$ cat src/hdl/wildcard_pattern_matcher_macros.svh
// assertion macros shared by the wildcard pattern matcher
`ifndef WILDCARD_PATTERN_MATCHER_MACROS_SVH
`define WILDCARD_PATTERN_MATCHER_MACROS_SVH

// same-cycle implication, checked out of reset
`define WPM_ASSERT_SAME(label, ante, cons, msg) \
    label: assert property (@(posedge aclk) disable iff (!aresetn) (ante) |-> (cons)) \
        else $error(msg);

// next-cycle implication, checked out of reset
`define WPM_ASSERT_NEXT(label, ante, cons, msg) \
    label: assert property (@(posedge aclk) disable iff (!aresetn) (ante) |=> (cons)) \
        else $error(msg);

`endif

$ cat src/hdl/wpm_pkg.sv
// shared constants, types and helpers of the wildcard pattern matcher
package wpm_pkg;

    localparam int MAX_PATTERN   = 32;
    localparam int CHAR_BITS     = 16;
    localparam int POS_COUNT     = MAX_PATTERN + 1;
    localparam int LEN_BITS      = $clog2(POS_COUNT);
    localparam int IDX_BITS      = $clog2(MAX_PATTERN);
    localparam int PREFIX_LEVELS = $clog2(POS_COUNT);

    typedef logic [CHAR_BITS-1:0] char_t;
    typedef logic [1:0]           op_t;

    localparam op_t OP_LOAD   = 2'd0;
    localparam op_t OP_SAMPLE = 2'd1;
    localparam op_t OP_END    = 2'd2;

    localparam char_t STAR_CODE  = char_t'(8'h2A);
    localparam char_t QUERY_CODE = char_t'(8'h3F);
    localparam char_t UPPER_A    = char_t'(8'h41);
    localparam char_t UPPER_Z    = char_t'(8'h5A);
    localparam char_t CASE_DELTA = char_t'(8'h20);

    // control broadcast to every cell
    typedef struct packed {
        logic  step;
        logic  clear;
        char_t fc;
        char_t wr_data;
    } cell_ctrl_t;

    // status returned by one cell
    typedef struct packed {
        logic active;
        logic star;
        logic feq;
        logic adv;
    } cell_stat_t;

    function automatic char_t fold_case(input char_t c);
        if (c >= UPPER_A && c <= UPPER_Z) begin
            return c + CASE_DELTA;
        end
        return c;
    endfunction

endpackage

$ cat src/hdl/wildcard_pattern_matcher.sv
// top level of the case-insensitive wildcard pattern matcher
//
// usage
//   input channel (s_valid/s_ready) carries one item per handshake: s_op selects
//   load of a pattern character at s_pattern_index, one sample character, or
//   end of sample. only end of sample produces a result item.
//   result channel (m_valid/m_ready) carries m_matched and m_exact.
//   cfg_wr_en/cfg_wr_data write the pattern length.
// timing
//   one item per cycle sustained while s_ready is high; every op completes in
//   the cycle it is accepted because the position update is done by the row
//   of cells in parallel and the star closure is a six-level prefix network.
//   the verdict goes to the output register, or to the skid entry on a stall.
// reset
//   synchronous, active low: pattern length zero, only position zero active,
//   literal compare armed, no result pending. pattern characters are not cleared.
// stall
//   an output register plus one skid entry absorb results; s_ready drops only
//   while the skid entry is occupied, so a receiver stall holds the input
//   only once a second result is waiting.
`include "wildcard_pattern_matcher_macros.svh"

module wildcard_pattern_matcher (
    input  logic                              aclk,
    input  logic                              aresetn,
    input  logic                              cfg_wr_en,
    input  logic [5:0]                        cfg_wr_data,
    input  logic                              s_valid,
    output logic                              s_ready,
    input  logic [1:0]                        s_op,
    input  logic [4:0]                        s_pattern_index,
    input  logic [15:0]                       s_char_value,
    output logic                              m_valid,
    input  logic                              m_ready,
    output logic                              m_matched,
    output logic                              m_exact
);

    localparam int NP = wpm_pkg::MAX_PATTERN;
    localparam int LB = wpm_pkg::LEN_BITS;
    localparam int IB = wpm_pkg::IDX_BITS;

    // configuration and sample state
    logic [LB-1:0] pattern_length_reg;
    logic [LB-1:0] sample_pos_reg;
    logic [LB-1:0] sample_pos_next;
    logic          lit_reg;
    logic          lit_next;
    logic          last_active_reg;
    logic          last_active_next;

    // output register and skid entry
    logic m_valid_reg, m_valid_next;
    logic m_matched_reg, m_exact_reg;
    logic skid_valid_reg, skid_valid_next;
    logic skid_matched_reg, skid_exact_reg;

    logic accept, load_fire, step_fire, end_fire;
    logic [LB-1:0] len_used;
    wpm_pkg::cell_ctrl_t ctrl;
    wpm_pkg::cell_stat_t stat [NP];
    logic [NP-1:0] in_use;
    logic [NP-1:0] prop;
    logic [NP-1:0] feq_vec;
    logic [wpm_pkg::POS_COUNT-1:0] active_vec;
    logic [wpm_pkg::POS_COUNT-1:0] closed;
    logic lit_hit;
    logic res_exact, res_matched;

    // handshake and op decode
    assign s_ready   = ~skid_valid_reg;
    assign accept    = s_valid & s_ready;
    assign load_fire = accept & (s_op == wpm_pkg::OP_LOAD);
    assign step_fire = accept & (s_op == wpm_pkg::OP_SAMPLE);
    assign end_fire  = accept & (s_op == wpm_pkg::OP_END);

    // length saturates at table depth
    assign len_used = (pattern_length_reg > LB'(NP)) ? LB'(NP) : pattern_length_reg;

    assign ctrl.step    = step_fire;
    assign ctrl.clear   = end_fire;
    assign ctrl.fc      = wpm_pkg::fold_case(s_char_value[wpm_pkg::CHAR_BITS-1:0]);
    assign ctrl.wr_data = s_char_value[wpm_pkg::CHAR_BITS-1:0];

    // row of cells, each passes its advance bit to the next position
    for (genvar i = 0; i < NP; i++) begin : g_cell
        assign in_use[i]     = (LB'(i) < len_used);
        assign prop[i]       = stat[i].star & in_use[i];
        assign feq_vec[i]    = stat[i].feq;
        assign active_vec[i] = stat[i].active;

        wpm_cell u_cell (
            .aclk    (aclk),
            .aresetn (aresetn),
            .ctrl    (ctrl),
            .wr_en   (load_fire && (s_pattern_index == IB'(i))),
            .home    ((i == 0) ? 1'b1 : 1'b0),
            .in_use  (in_use[i]),
            .c_in    (closed[i]),
            .adv_in  ((i == 0) ? 1'b0 : stat[(i == 0) ? 0 : i - 1].adv),
            .stat    (stat[i])
        );
    end

    // final position has no character, only an active bit
    assign active_vec[NP] = last_active_reg;

    wpm_closure u_closure (
        .active (active_vec),
        .prop   (prop),
        .closed (closed)
    );

    // literal compare follows the sample position through the pattern
    assign lit_hit = (sample_pos_reg < len_used) && feq_vec[sample_pos_reg[IB-1:0]];

    // verdict from the state before this end item
    assign res_exact   = lit_reg && (sample_pos_reg == len_used);
    assign res_matched = closed[len_used] || res_exact;

    always_comb begin
        sample_pos_next  = sample_pos_reg;
        lit_next         = lit_reg;
        last_active_next = last_active_reg;
        if (end_fire) begin
            sample_pos_next  = '0;
            lit_next         = 1'b1;
            last_active_next = 1'b0;
        end else if (step_fire) begin
            last_active_next = stat[NP-1].adv;
            if (!lit_hit) begin
                lit_next = 1'b0;
            end
            // saturate one past the table depth
            if (sample_pos_reg < LB'(NP + 1)) begin
                sample_pos_next = sample_pos_reg + LB'(1);
            end
        end
    end

    always_ff @(posedge aclk) begin
        if (!aresetn) begin
            pattern_length_reg <= '0;
            sample_pos_reg     <= '0;
            lit_reg            <= 1'b1;
            last_active_reg    <= 1'b0;
        end else begin
            if (cfg_wr_en) begin
                pattern_length_reg <= cfg_wr_data;
            end
            sample_pos_reg  <= sample_pos_next;
            lit_reg         <= lit_next;
            last_active_reg <= last_active_next;
        end
    end

    // output register with skid entry
    always_comb begin
        m_valid_next    = m_valid_reg;
        skid_valid_next = skid_valid_reg;
        if (!m_valid_reg || m_ready) begin
            if (skid_valid_reg) begin
                m_valid_next    = 1'b1;
                skid_valid_next = 1'b0;
            end else begin
                m_valid_next = end_fire;
            end
        end else if (end_fire) begin
            skid_valid_next = 1'b1;
        end
    end

    always_ff @(posedge aclk) begin
        if (!aresetn) begin
            m_valid_reg    <= 1'b0;
            skid_valid_reg <= 1'b0;
        end else begin
            m_valid_reg    <= m_valid_next;
            skid_valid_reg <= skid_valid_next;
        end
    end

    always_ff @(posedge aclk) begin
        if (!m_valid_reg || m_ready) begin
            if (skid_valid_reg) begin
                m_matched_reg <= skid_matched_reg;
                m_exact_reg   <= skid_exact_reg;
            end else if (end_fire) begin
                m_matched_reg <= res_matched;
                m_exact_reg   <= res_exact;
            end
        end else if (end_fire) begin
            skid_matched_reg <= res_matched;
            skid_exact_reg   <= res_exact;
        end
    end

    assign m_valid   = m_valid_reg;
    assign m_matched = m_matched_reg;
    assign m_exact   = m_exact_reg;

    `WPM_ASSERT_SAME(a_skid_needs_main, skid_valid_reg, m_valid_reg,
        "skid entry occupied while output register empty")
    `WPM_ASSERT_NEXT(a_end_gives_result, end_fire, m_valid_reg,
        "end item did not produce a result")
    `WPM_ASSERT_SAME(a_exact_implies_match, m_valid_reg, (!m_exact_reg || m_matched_reg),
        "exact verdict without match")
    `WPM_ASSERT_NEXT(a_end_clears_sample, end_fire,
        (sample_pos_reg == '0) && lit_reg && !last_active_reg,
        "sample state not cleared after end item")

endmodule

$ cat src/hdl/wpm_cell.sv
// one pattern position: stored character and its active bit
module wpm_cell (
    input  logic                aclk,
    input  logic                aresetn,
    input  wpm_pkg::cell_ctrl_t ctrl,
    input  logic                wr_en,
    input  logic                home,
    input  logic                in_use,
    input  logic                c_in,
    input  logic                adv_in,
    output wpm_pkg::cell_stat_t stat
);

    wpm_pkg::char_t char_reg;
    logic           active_reg;
    logic           active_next;
    logic           is_star;
    logic           is_query;
    logic           feq;
    logic           live;

    assign is_star  = (char_reg == wpm_pkg::STAR_CODE);
    assign is_query = (char_reg == wpm_pkg::QUERY_CODE);
    assign feq      = (wpm_pkg::fold_case(char_reg) == ctrl.fc);
    assign live     = c_in & in_use;

    always_comb begin
        active_next = active_reg;
        if (ctrl.clear) begin
            active_next = home;
        end else if (ctrl.step) begin
            // a star keeps its own position, the previous cell may advance into us
            active_next = (live & is_star) | adv_in;
        end
    end

    always_ff @(posedge aclk) begin
        if (!aresetn) begin
            active_reg <= home;
        end else begin
            active_reg <= active_next;
        end
    end

    always_ff @(posedge aclk) begin
        if (wr_en) begin
            char_reg <= ctrl.wr_data;
        end
    end

    assign stat.active = active_reg;
    assign stat.star   = is_star;
    assign stat.feq    = feq;
    assign stat.adv    = live & ~is_star & (is_query | feq);

endmodule

$ cat src/hdl/wpm_closure.sv
// star skip closure over the active positions as a parallel prefix
module wpm_closure (
    input  logic [wpm_pkg::POS_COUNT-1:0]   active,
    input  logic [wpm_pkg::MAX_PATTERN-1:0] prop,
    output logic [wpm_pkg::POS_COUNT-1:0]   closed
);

    logic [wpm_pkg::POS_COUNT-1:0] g [wpm_pkg::PREFIX_LEVELS+1];
    logic [wpm_pkg::POS_COUNT-1:0] p [wpm_pkg::PREFIX_LEVELS+1];

    // closed[j] = active[j] | (closed[j-1] & prop[j-1])
    always_comb begin
        g[0] = active;
        p[0] = {prop, 1'b0};
        for (int lvl = 0; lvl < wpm_pkg::PREFIX_LEVELS; lvl++) begin
            for (int j = 0; j < wpm_pkg::POS_COUNT; j++) begin
                if (j >= (1 << lvl)) begin
                    g[lvl+1][j] = g[lvl][j] | (p[lvl][j] & g[lvl][j - (1 << lvl)]);
                    p[lvl+1][j] = p[lvl][j] & p[lvl][j - (1 << lvl)];
                end else begin
                    g[lvl+1][j] = g[lvl][j];
                    p[lvl+1][j] = p[lvl][j];
                end
            end
        end
    end

    assign closed = g[wpm_pkg::PREFIX_LEVELS];

endmodule

$ cat config.mk
export PLATFORM = sky130hd
export DESIGN_NAME = wildcard_pattern_matcher
export DESIGN_NICKNAME = d
export VERILOG_FILES = /design/src/hdl/wpm_pkg.sv /design/src/hdl/wildcard_pattern_matcher.sv /design/src/hdl/wpm_cell.sv /design/src/hdl/wpm_closure.sv
export VERILOG_INCLUDE_DIRS = /design/src /design/src/hdl
export SDC_FILE = /design/constraint.sdc
export NUM_CORES = 1
export LEC_CHECK = 0
export ABC_AREA = 0
export BUFFER_PORTS_ARGS = -buffer_cell sky130_fd_sc_hd__buf_2
export CORE_ASPECT_RATIO = 0.8
export CORE_MARGIN = 2
export CORE_UTILIZATION = 30
export CTS_BUF_LIST = sky130_fd_sc_hd__clkbuf_2
export DETAILED_ROUTE_END_ITERATION = 10
export PLACE_DENSITY_LB_ADDON = 0.15
export SYNTH_ARGS = -nofsm -noshare
export SYNTH_HDL_FRONTEND = slang
export SYNTH_SLANG_ARGS = --single-unit
$ cat constraint.sdc
create_clock -name aclk -period 4.78 [get_ports aclk]
set_input_delay 0.956 -clock aclk [delete_from_list [all_inputs] [get_ports aclk]]
set_output_delay 0.956 -clock aclk [all_outputs]
set_load 0.01 [all_outputs]
# Word-level counts from Yosys, hierarchy flattened
# Index checks and enable logic that the tools add are counted.
# op_classes
addsub,34
n_mul,0
div,0
n_lt_le_gt_ge,103
n_eq_ne,130
shift,0
n_mux,109
bitwise,636
n_reduce_logical,79
# ops
op,count
16-bit two-way mux,66
"16-bit by 6-bit equality test with 1-bit output, second input constant",64
"16-bit by 6-bit adder with 16-bit output, second input constant",33
"16-bit by 7-bit greater-or-equal comparator with 1-bit output, second input constant",33
"16-bit by 7-bit <= comparator with 1-bit output, second input constant",33
16-bit equality test,32
1-bit AND,402
1-bit bitwise OR,198
"5-bit by 6-bit < comparator with 1-bit output, first input constant",16
"5-bit equality test, second input constant",16
1-bit logical AND,67
"4-bit by 6-bit < comparator with 1-bit output, first input constant",8
"5-bit by 4-bit equality test with 1-bit output, second input constant",8
1-bit two-way mux,40
1-bit NOT,36
"3-bit by 6-bit < comparator with 1-bit output, first input constant",4
"5-bit by 3-bit equality test with 1-bit output, second input constant",4
"1-bit by 6-bit < comparator with 1-bit output, first input constant",2
"2-bit by 6-bit < comparator with 1-bit output, first input constant",2
"5-bit by 2-bit equality test with 1-bit output, second input constant",2
2-bit AND reduction,4
"6-bit by 7-bit < comparator with 1-bit output, second input constant",1
"6-bit by 1-bit adder with 6-bit output, second input constant",1
1-bit binary-select mux with 6-bit select,1
16 further kinds,18
# word_totals
register_bits,564
latchBits,0
ram_bits,0
rom_bits,0
input_bits,34
out_inout_bits,4
elab_cells,1165
memories,0

# Longest topological paths before layout
# Gate-level depths: netlist of run 1.
# depth
ltp_word,20
ltp_mapped,16
depth_no_buf,13

# Hierarchy
# Synthesis of run 1 repeated with hierarchy kept, for this count alone.
# unflattened
hier_cells,2653
hier_area_um2,32170.9
# modules_own_cells
mod,n_inst,cells_each,area_per_inst_um2,seq_area_each_um2
wpm_cell at g_cell[0].u_cell ...,31,68,900.9,510.5
wildcard_pattern_matcher,1,326,2428.6,440.4
wpm_cell at g_cell[9].u_cell,1,81,962.2,510.5
wpm_closure,1,138,853.3,0.0

# Worst setup path before layout of run 1
# Ideal clock, no wire load.
# synth_timing
path_type,in2reg
startpoint,input port s_char_value[9]
endpoint,register g_cell[28].u_cell.active_reg
setup_ns,0.086
arrival_time_ns,4.080
required_time_ns,4.694
slack_ns,0.615
cell_stages,13
n_path_buf,4
cell_sequence,clkbuf_1 clkbuf_1 buf_1 clkbuf_1 xnor2_1 nand4_1 nor4_1 nand4_1 nor4_1 o31ai_1 a211oi_1 a211oi_1 a211oi_1
# synth_between
elab_chain_len,8
elab_cells_between_ends,11
classes_between,1 x add/sub; 2 x order compare; 1 x eq/ne; 3 x mux; 3 x bitwise; 1 x reduce/logical
# synth_lines
item,line,rtl
"start, declared",wildcard_pattern_matcher.sv:32,"input logic [15:0] s_char_value,"
16-bit by 7-bit greater-or-equal comparator with 1-bit output / 16-bit by 7-bit <= comparator with 1-bit output (equally long branches),wpm_pkg.sv:41,if (c >= UPPER_A && c <= UPPER_Z) begin
1-bit logical AND,wpm_pkg.sv:41,
1-bit two-way mux,wpm_pkg.sv:41,
16-bit two-way mux (*),wpm_pkg.sv:44,return c;
16-bit equality test (*),wpm_cell.sv:24,assign feq = (wpm_pkg::fold_case(char_reg) == ctrl.fc);
1-bit bitwise OR (*),wpm_cell.sv:54,assign stat.adv = live & ~is_star & (is_query | feq);
1-bit AND (*),wpm_cell.sv:54,
1-bit bitwise OR (*),wpm_cell.sv:33,active_next = (live & is_star) | adv_in;
"end signal, assigned",wpm_cell.sv:39,active_reg <= home;
"end signal, assigned",wpm_cell.sv:41,active_reg <= active_next;
"end, declared",wpm_cell.sv:15,logic active_reg;
# Every way passes the cells marked *; elsewhere a longest branch is shown, timed or not. The select of a mux whose other input is x is not followed.
# A chain may end at the register's enable or synchronous reset.

# Worst setup path after layout of run 1
# layout_timing
startpoint,register g_cell[2].u_cell.char_reg[0]
endpoint,"register m_matched_reg, in the netlist m_matched, data pin"
# layout_between
elab_chain_len,17
elab_cells_between_ends,95
classes_between,1 x eq/ne; 4 x mux; 89 x bitwise; 1 x reduce/logical
# layout_lines
item,line,rtl
"start, declared",wpm_cell.sv:14,wpm_pkg::char_t char_reg;
"start signal, assigned",wpm_cell.sv:47,char_reg <= ctrl.wr_data;
16-bit by 6-bit equality test with 1-bit output (*),wpm_cell.sv:22,assign is_star = (char_reg == wpm_pkg::STAR_CODE);
1-bit AND (*),wildcard_pattern_matcher.sv:88,assign prop[i] = stat[i].star & in_use[i];
1-bit AND,wpm_closure.sv:19,p[lvl+1][j] = p[lvl][j] & p[lvl][j - (1 << lvl)];
1-bit AND,wpm_closure.sv:18,g[lvl+1][j] = g[lvl][j] | (p[lvl][j] & g[lvl][j - (1 << lvl)]);
1-bit bitwise OR,wpm_closure.sv:18,
1-bit AND,wpm_closure.sv:18,
1-bit bitwise OR,wpm_closure.sv:18,
1-bit AND,wpm_closure.sv:18,
1-bit bitwise OR,wpm_closure.sv:18,
1-bit AND,wpm_closure.sv:18,
1-bit bitwise OR (2 in a row),wpm_closure.sv:18,
1-bit binary-select mux with 6-bit select (*),wildcard_pattern_matcher.sv:119,assign res_matched = closed[len_used] || res_exact;
1-bit two-way mux (not written as such) (*),wildcard_pattern_matcher.sv:119,
1-bit logical OR (*),wildcard_pattern_matcher.sv:119,
1-bit two-way mux (*),wildcard_pattern_matcher.sv:188,end else if (end_fire) begin
1-bit two-way mux (*),wildcard_pattern_matcher.sv:185,if (skid_valid_reg) begin
"end signal, assigned",wildcard_pattern_matcher.sv:186,m_matched_reg <= skid_matched_reg;
"end signal, assigned",wildcard_pattern_matcher.sv:189,m_matched_reg <= res_matched;
"end, declared",wildcard_pattern_matcher.sv:54,"logic m_matched_reg, m_exact_reg;"
# Marks and branches as above.

==> reports/results.md, run 1 <==
• **count of different cell masters after synthesis** 85
• **growth of design area from synthesis to finish** 14.9%
• **power per cell area** 275 mW/mm^2
• **height of the die** 294 um
• **final core utilization** 0.348
• **Layout Cells excl Fill** 4639
• **instance count of the mapped netlist** 2862
• **placement-stage cell area** 0.0345 sq mm
• **area of the mapped netlist** 0.0316 sq mm
• **Max Slew Vio Count** 0
• **clock buffers created by TritonCTS** 151
• **required time reported for the critical path endpoint** 6.09 ns
• **power dissipated by switching net loads** 2.86 mW
• **tightest slew margin relative to the limit** 0.160
• **design internal power** 7.12 mW
• **number of sinks driven by the clock tree** 564
• **Ports** 38
• **share of post-route cells with drive strength above 1** 0.144
• **final RePlAce weighted congestion** 0.918
• **clock tree from TritonCTS** yes
• **clock network fraction of design power** 0.364
• **post-detailed-route via-to-cell ratio** 5.48
• **count of standard-cell rows** 106
• **post-synthesis async set-or-reset flop share** 0
• **timing-limited maximum frequency** 219 MHz
• **average wire per standard cell** 24.7 um
• **startpoint type of the worst setup path** flop
• **outcome** finished clean
• **critical path peak fanout** 6
• **Seq/Total Area, Yosys** 0.520
• **placed cell count** 4329
• **number of endpoints with negative hold slack in the final report** 0
• **number of synthesis warnings** 0
• **syn avg cell area** 11.1 sq um
• **Gate power share** 0.090
• **Root Driver** sky130_fd_sc_hd__clkbuf_2
• **total power of the final layout** 9.98 mW
• **Die Span X** 367 um
• **initial antenna violation count** 7
• **number of DRC violations after detailed routing** 0
• **max FFs per register** 512
• **WP data arrival** 5.88 ns
• **vias in the first global route** 25161
• **setup repair after global routing missed its margin** no
• **final worst hold slack** 0.296 ns
• **source-to-sink clock delay at the later pin of the worst-skew pair** 1.57 ns
• **Min Clock Period, post-route** 4.57 ns
• **total of flip-flops plus latches after synthesis** 564
• **post-route antenna net violation count** 0
• **proportion of power drawn by flip-flops and latches** 0.546
• **aggregate routed wire length** 114 mm
• **maxcap violations** 0
• **initial detailed-routing violation count** 2444
• **length of the first detailed-routing pass in iterations** 8
• **post-CTS setup buffer count** 0
• **Setup WS post-layout** 0.206 ns
• **remaining global-route overflow** 0
• **fraction of the cycle the final worst path needs** 0.957
• **design area** 0.0363 sq mm
• **Sw Share** 0.286
• **Setup TNS** 0 ns
• **leakage power** 11.5 nW
• **count of input and output buffers** 37
• **CTS Buffer Depth** 3
• **wire length of the first global-routing pass** 167 mm
• **area enclosed by the die boundary** 0.108 sq mm
• **Filler Cell Count** 10554
• **level count of the clock H-tree** 4
• **overall global routing resource usage** 0.209
• **final net count** 3197
• **via count** 25405
• **worst slack after detailed placement** 0.189 ns
• **count of endpoints failing setup in the final report** 0
• **post-detailed-placement half-perimeter wirelength** 76.3 mm
• **min-delay worst type** in2reg
• **Post-synth top flop** sky130_fd_sc_hd__edfxtp_1
• **clock-pin transition on the worst setup and hold timing paths** 0.10 ns
• **maximum number of pins on one net before global-route repair** 65
• **Max rail drop VDD** 0.220 mV
• **worst setup skew after layout** 0.159 ns
• **starting density of the core** 0.303
• **core region area** 0.105 sq mm
• **number of synthesized flops with an enable pin** 516
• **transition time at the pin with the least slew margin** 1.26 ns
• **total nets after synthesis** 2937
• **Critical Path Sink Type** flop
• **Setup CP Type** reg2reg
layer usage:
| layer | GRT usage | vias to the layer above | share of wire |
|---|---|---|---|
| met2 | 0.302 | 968 | 0.42 |
| met1 | 0.301 | 12649 | 0.48 |
| met4 | 0.0721 | 0 | 0.024 |
| met3 | 0.0542 | 196 | 0.080 |
| met5 | 0 | - | 0 |
| li1 | - | 11592 | - |
path summary, 6_finish.rpt:
check	endpoint	slack [ns]	depth (start not counted)	from
max	m_matched	0.21	12	g_cell[2].u_cell.char_reg[0]
min reg2reg	g_cell[21].u_cell.active_reg	0.49	2	g_cell[21].u_cell.active_reg
max reg2reg	m_matched	0.21	12	g_cell[2].u_cell.char_reg[0]
min	g_cell[14].u_cell.char_reg[7]	0.30	5	s_pattern_index[4]
cell usage in the layout, fill, tap and decap left out, drive strengths merged, types with 44 or more instances in the layout:
master	n
a21oi	114
buf	170
clkbuf	205
dfxtp	48
dlygate4sd3	44
edfxtp	516
inv	67
nand2	127
nand3	62
nand4	120
nor2	222
nor3	119
nor4	118
o21ai	95
xnor2	288
xor2	222
cells by family (layout without fill, tap and decap cells):
logic type,Yosys count,after routing,share of synthesized area
buffers and inverters,170,535,0.0206
xor gates and xnor gates,510,510,0.141
adders and majority gates,41,41,0.0162
other,0,8,0
AOI/OAI and AO/OA,526,526,0.115
DFF,564,564,0.520
muxes,22,22,0.00827
and+or+nand+nor,1029,1029,0.179
synth_stat cells, drive strengths merged (21+ instances only):
master | number | area (sq um)
nor4 | 118 | 751
nand4 | 120 | 757
buf | 34 | 140
a211oi | 37 | 278
xor2 | 222 | 1940
nand4b | 21 | 184
and4b | 22 | 220
dfxtp | 48 | 961
a21oi | 114 | 571
edfxtp | 516 | 15500
nor2 | 222 | 833
or2 | 23 | 144
a31oi | 30 | 188
o31ai | 33 | 258
nand2 | 127 | 477
or3 | 42 | 263
nor2b | 24 | 150
xnor2 | 288 | 2520
ha | 41 | 513
o21ai | 95 | 479
nand3 | 62 | 315
nor3 | 119 | 596
clkbuf | 73 | 274
inv | 59 | 221
or4 | 38 | 297
a21o | 26 | 195
area by class of cell:
type / count / area [sq um] / share of cell area
inverter: 63 / 236 / 0.00651
clock buffer: 205 / 1030 / 0.0282
tap: 1404 / 1760 / 0.0484
multi-input combinational: 2128 / 14600 / 0.402
clock inverter: 53 / 373 / 0.0103
antenna: 8 / 20.0 / 0.000551
timing repair buffer: 214 / 1870 / 0.0515
sequential: 564 / 16500 / 0.453
power groups by stage:
stage	clock, mW	combinational, mW	sequential [mW]
after floorplan	0	0.460	5.54
after global placement	0	0.861	5.56
after detailed placement	0	0.867	5.56
after CTS	3.82	0.899	5.44
after global routing	4.04	0.965	5.45
final	3.64	0.898	5.45
worst max-delay path: stages (launching register included):
cell                        delay, ns
sky130_fd_sc_hd__edfxtp_1        0.46
sky130_fd_sc_hd__or4b_2          0.67
sky130_fd_sc_hd__or4_1           0.63
sky130_fd_sc_hd__nor4_2          0.46
sky130_fd_sc_hd__nand4_2         0.29
sky130_fd_sc_hd__a2111oi_2       0.48
sky130_fd_sc_hd__a211oi_2        0.17
sky130_fd_sc_hd__nand2b_1        0.25
sky130_fd_sc_hd__o211a_1         0.30
sky130_fd_sc_hd__o211ai_1        0.20
sky130_fd_sc_hd__nor4_1          0.11
sky130_fd_sc_hd__buf_4           0.16
sky130_fd_sc_hd__o31ai_2         0.20
timing repair:
item                                   4_1_cts  5_1_grt
hold buffers                                44        0
gates resized for setup                      0        4
setup endpoints to repair                    0        2
endpoints found under the hold margin      502        0
Power figures use the tool's default switching activity.
==> run 2, diff against run 1 <==
--- a/config.mk
+++ b/config.mk
@@ -10,7 +10,7 @@
 export BUFFER_PORTS_ARGS = -buffer_cell sky130_fd_sc_hd__buf_2
 export CORE_ASPECT_RATIO = 0.8
 export CORE_MARGIN = 2
-export CORE_UTILIZATION = 30
+export CORE_UTILIZATION = 35
 export CTS_BUF_LIST = sky130_fd_sc_hd__clkbuf_2
 export DETAILED_ROUTE_END_ITERATION = 10
 export PLACE_DENSITY_LB_ADDON = 0.15
==> constraint.sdc (replaced) <==
create_clock -name aclk -period 5.5 [get_ports aclk]
set_input_delay 1.1 -clock aclk [delete_from_list [all_inputs] [get_ports aclk]]
set_output_delay 1.1 -clock aclk [all_outputs]
set_load 0.01 [all_outputs]
==> run 2 against run 1 <==
  * Worst hold slack worse by 0.12 ns
  * Clock skew shrank 0.059 ns
  * Register-to-register slack about the same
  * Cell area is 2.7% lower
  * Sequential share of layout area increased by 1.3 points
  * Global-route usage rose by 2.4 points
  * Via count shrank 0.80%
  * Critical path type unchanged
  * Critical endpoint is now skid_matched_reg
==> reports/results.md, run 2 (synthesis gave the netlist of run 1 again) <==
• **count of standard-cell rows** 98, -7.5%
• **core region area** 0.0895 sq mm, -14%
• **clock-pin transition on the worst setup and hold timing paths** 0.11 ns, about the same
• **power per cell area** 240 mW/mm^2, -13%
• **post-detailed-placement half-perimeter wirelength** 75.9 mm, -0.46%
• **most frequent standard cell in the layout excluding fill and tap cells** sky130_fd_sc_hd__edfxtp_1
• **leakage power** 11.1 nW, -3.4%
• **source-to-sink clock delay at the later pin of the worst-skew pair** 1.44 ns, -0.13 ns
• **required time reported for the critical path endpoint** 6.58 ns, +0.49 ns
• **starting density of the core** 0.353, +0.0507
• **CTS Buffer Depth** 3, unchanged
• **critical path peak fanout** 16, +10
• **worst setup skew after layout** 0.100 ns, -0.0593 ns
• **Max Slew Vio Count** 0, unchanged
• **Crit-path slowest cell** sky130_fd_sc_hd__a211oi_1
• **CP cell instances** or2_2 > nor2_1 > o41ai_1 > a221oi_2 > a2111oi_2 > a211oi_1 > o21ai_0 > nor3_1 > o2111ai_1 > nor4_1 > o21bai_1
• **number of DRC violations after detailed routing** 0, unchanged
• **final core utilization** 0.395, +0.0473
• **commonest cells after routing, fill and taps aside** 516 x sky130_fd_sc_hd__edfxtp_1, 288 x sky130_fd_sc_hd__xnor2_1, 222 x sky130_fd_sc_hd__nor2_1, 222 x sky130_fd_sc_hd__xor2_1, 204 x sky130_fd_sc_hd__clkbuf_2
• **min-delay worst type** in2reg
• **buffer and inverter count on the worst path** 0, -1
• **area used by multi-input combinational logic** 0.0146 sq mm, about the same
• **Critical Path Max Stage Delay** 0.99 ns, +0.32 ns
• **initial detailed-routing violation count** 2865, +17%
• **final net count** 3125, -2.3%
• **Filler Cell Count** 8761, -17%
• **WP data arrival** 6.36 ns, +0.48 ns
• **wire length of the first global-routing pass** 162 mm, -3.0%
• **count of endpoints failing setup in the final report** 0, unchanged
• **remaining global-route overflow** 0, unchanged
• **Min Clock Period, post-route** 5.28 ns, +0.711 ns
• **post-detailed-route via-to-cell ratio** 5.77, +5.4%
• **transition time at the pin with the least slew margin** 1.35 ns, +0.0909 ns
• **setup repair after global routing missed its margin** no
• **Max rail drop VDD** 0.139 mV, -37%
• **number of endpoints with negative hold slack in the final report** 0, unchanged
• **share of post-route cells with drive strength above 1** 0.129, -0.0151
• **aggregate routed wire length** 109 mm, -4.6%
• **final RePlAce weighted congestion** 0.948, +3.4%
• **post-route antenna net violation count** 0, unchanged
• **register area** 0.0165 sq mm, unchanged
• **overall global routing resource usage** 0.233, +0.0239
• **Setup TNS** 0 ns, unchanged
• **vias in the first global route** 24911, -0.99%
• **maxcap violations** 0, unchanged
• **total power of the final layout** 8.47 mW, -15%
• **Critical Path Sink Type** flop
• **fraction of the cycle the final worst path needs** 0.961, +0.00398
• **Layout Cells excl Fill** 4366, -5.9%
• **height of the die** 273 um, -7.3%
• **average wire per standard cell** 25.0 um, +1.3%
• **count of input and output buffers** 37, unchanged
• **timing-limited maximum frequency** 189 MHz, -13%
• **length of the first detailed-routing pass in iterations** 5, -3
• **startpoint type of the worst setup path** flop
• **# resized after CTS** 0, unchanged
• **max FFs per register** 512, unchanged
• **maximum number of pins on one net before global-route repair** 65, unchanged
• **initial antenna violation count** 8, +1
• **area enclosed by the die boundary** 0.0928 sq mm, -14%
• **Root Driver** sky130_fd_sc_hd__clkbuf_2
• **clock tree from TritonCTS** yes
• **Setup CP Type** reg2reg
• **via count** 25201, -0.80%
• **growth of design area from synthesis to finish** 11.8%
• **outcome** finished clean
• **placed cell count** 4084, -5.7%
• **level count of the clock H-tree** 4, unchanged
• **tightest slew margin relative to the limit** 0.0965, -0.0639
• **Ports** 38, unchanged
• **clock buffers created by TritonCTS** 145, -4.0%
• **Die Span X** 340 um, -7.3%
• **kind of cell adding the most delay to the critical path** compound AO/OA/AOI/OAI gates
• **number of sinks driven by the clock tree** 564, unchanged
run 2: cell count changes in the layout (fill, tap and decap cells not counted), moves of 2 or more:
cell / change
sky130_fd_sc_hd__a211oi_2: -2
sky130_fd_sc_hd__clkinv_4: -3
sky130_fd_sc_hd__a211oi_1: +2
sky130_fd_sc_hd__diode_2: +3
sky130_fd_sc_hd__buf_12: -7
sky130_fd_sc_hd__clkinv_1: +9
sky130_fd_sc_hd__buf_4: -34
sky130_fd_sc_hd__dlygate4sd3_1: -25
sky130_fd_sc_hd__inv_6: -6
sky130_fd_sc_hd__clkinv_2: -6
run 2: where the power goes:
| part | switching (mW) | leakage [nW] | internal, mW | total, mW |
|---|---|---|---|---|
| clock | 1.81 | 0.988 | 1.19 | 3.00 |
| sequential | 0.0411 | 5.03 | 4.70 | 4.74 |
| combinational | 0.496 | 5.08 | 0.239 | 0.735 |
| total | 2.35 | 11.1 | 6.12 | 8.47 |
run 2: path summary, 6_finish.rpt:
check	slack [ns]	cells past startpoint	start	endpoint
worst max-delay path	0.22	11	pattern_length_reg[5]	skid_matched_reg
worst min-delay path	0.17	3	m_ready	skid_valid_reg
worst max register to register	0.22	11	pattern_length_reg[5]	skid_matched_reg
worst min register to register	0.49	2	g_cell[20].u_cell.active_reg	g_cell[20].u_cell.active_reg
run 2: metrics by stage:
step | instance area (sq um) | setup WS (ns) | hold WS, ns
global route | 35400 | 0.0360 | 0.0643
CTS | 35300 | 0.289 | 0.0416
detailed placement | 33800 | 0.404 | 0.469
floorplan | 31600 | 1.19 | 0.445
global placement | 33800 | 0.428 | 0.463
finish | 35400 | 0.215 | 0.175
run 2: area by class of cell:
cell class	instances	area share
flip-flops and latches	564	0.466
inverters	63	0.00669
clock buffers	204	0.0289
clock inverters	48	0.00853
multi-input cells	2128	0.413
well taps	1200	0.0425
diodes	11	0.000779
repair buffers	148	0.0346
run 2: worst min-delay path: stages:
cell and delay (ns):
sky130_fd_sc_hd__buf_2 0.07, sky130_fd_sc_hd__nand2b_1 0.23, sky130_fd_sc_hd__nor3b_1 0.08
run 2: metal layers:
metal	global-route usage	routed length, um	vias to the layer above
met1	0.351	52800	12509
met2	0.334	45200	1056
met4	0.0726	2410	4
met5	0	35	-
met3	0.0467	8650	177
li1	-	-	11455
run 2: timing repair:
| item | 4_1_cts | 5_1_grt |
|---|---|---|
| hold buffers | 19 | 0 |
| buffers inserted | 0 | 0 |
| endpoints found under the hold margin | 11 | 0 |
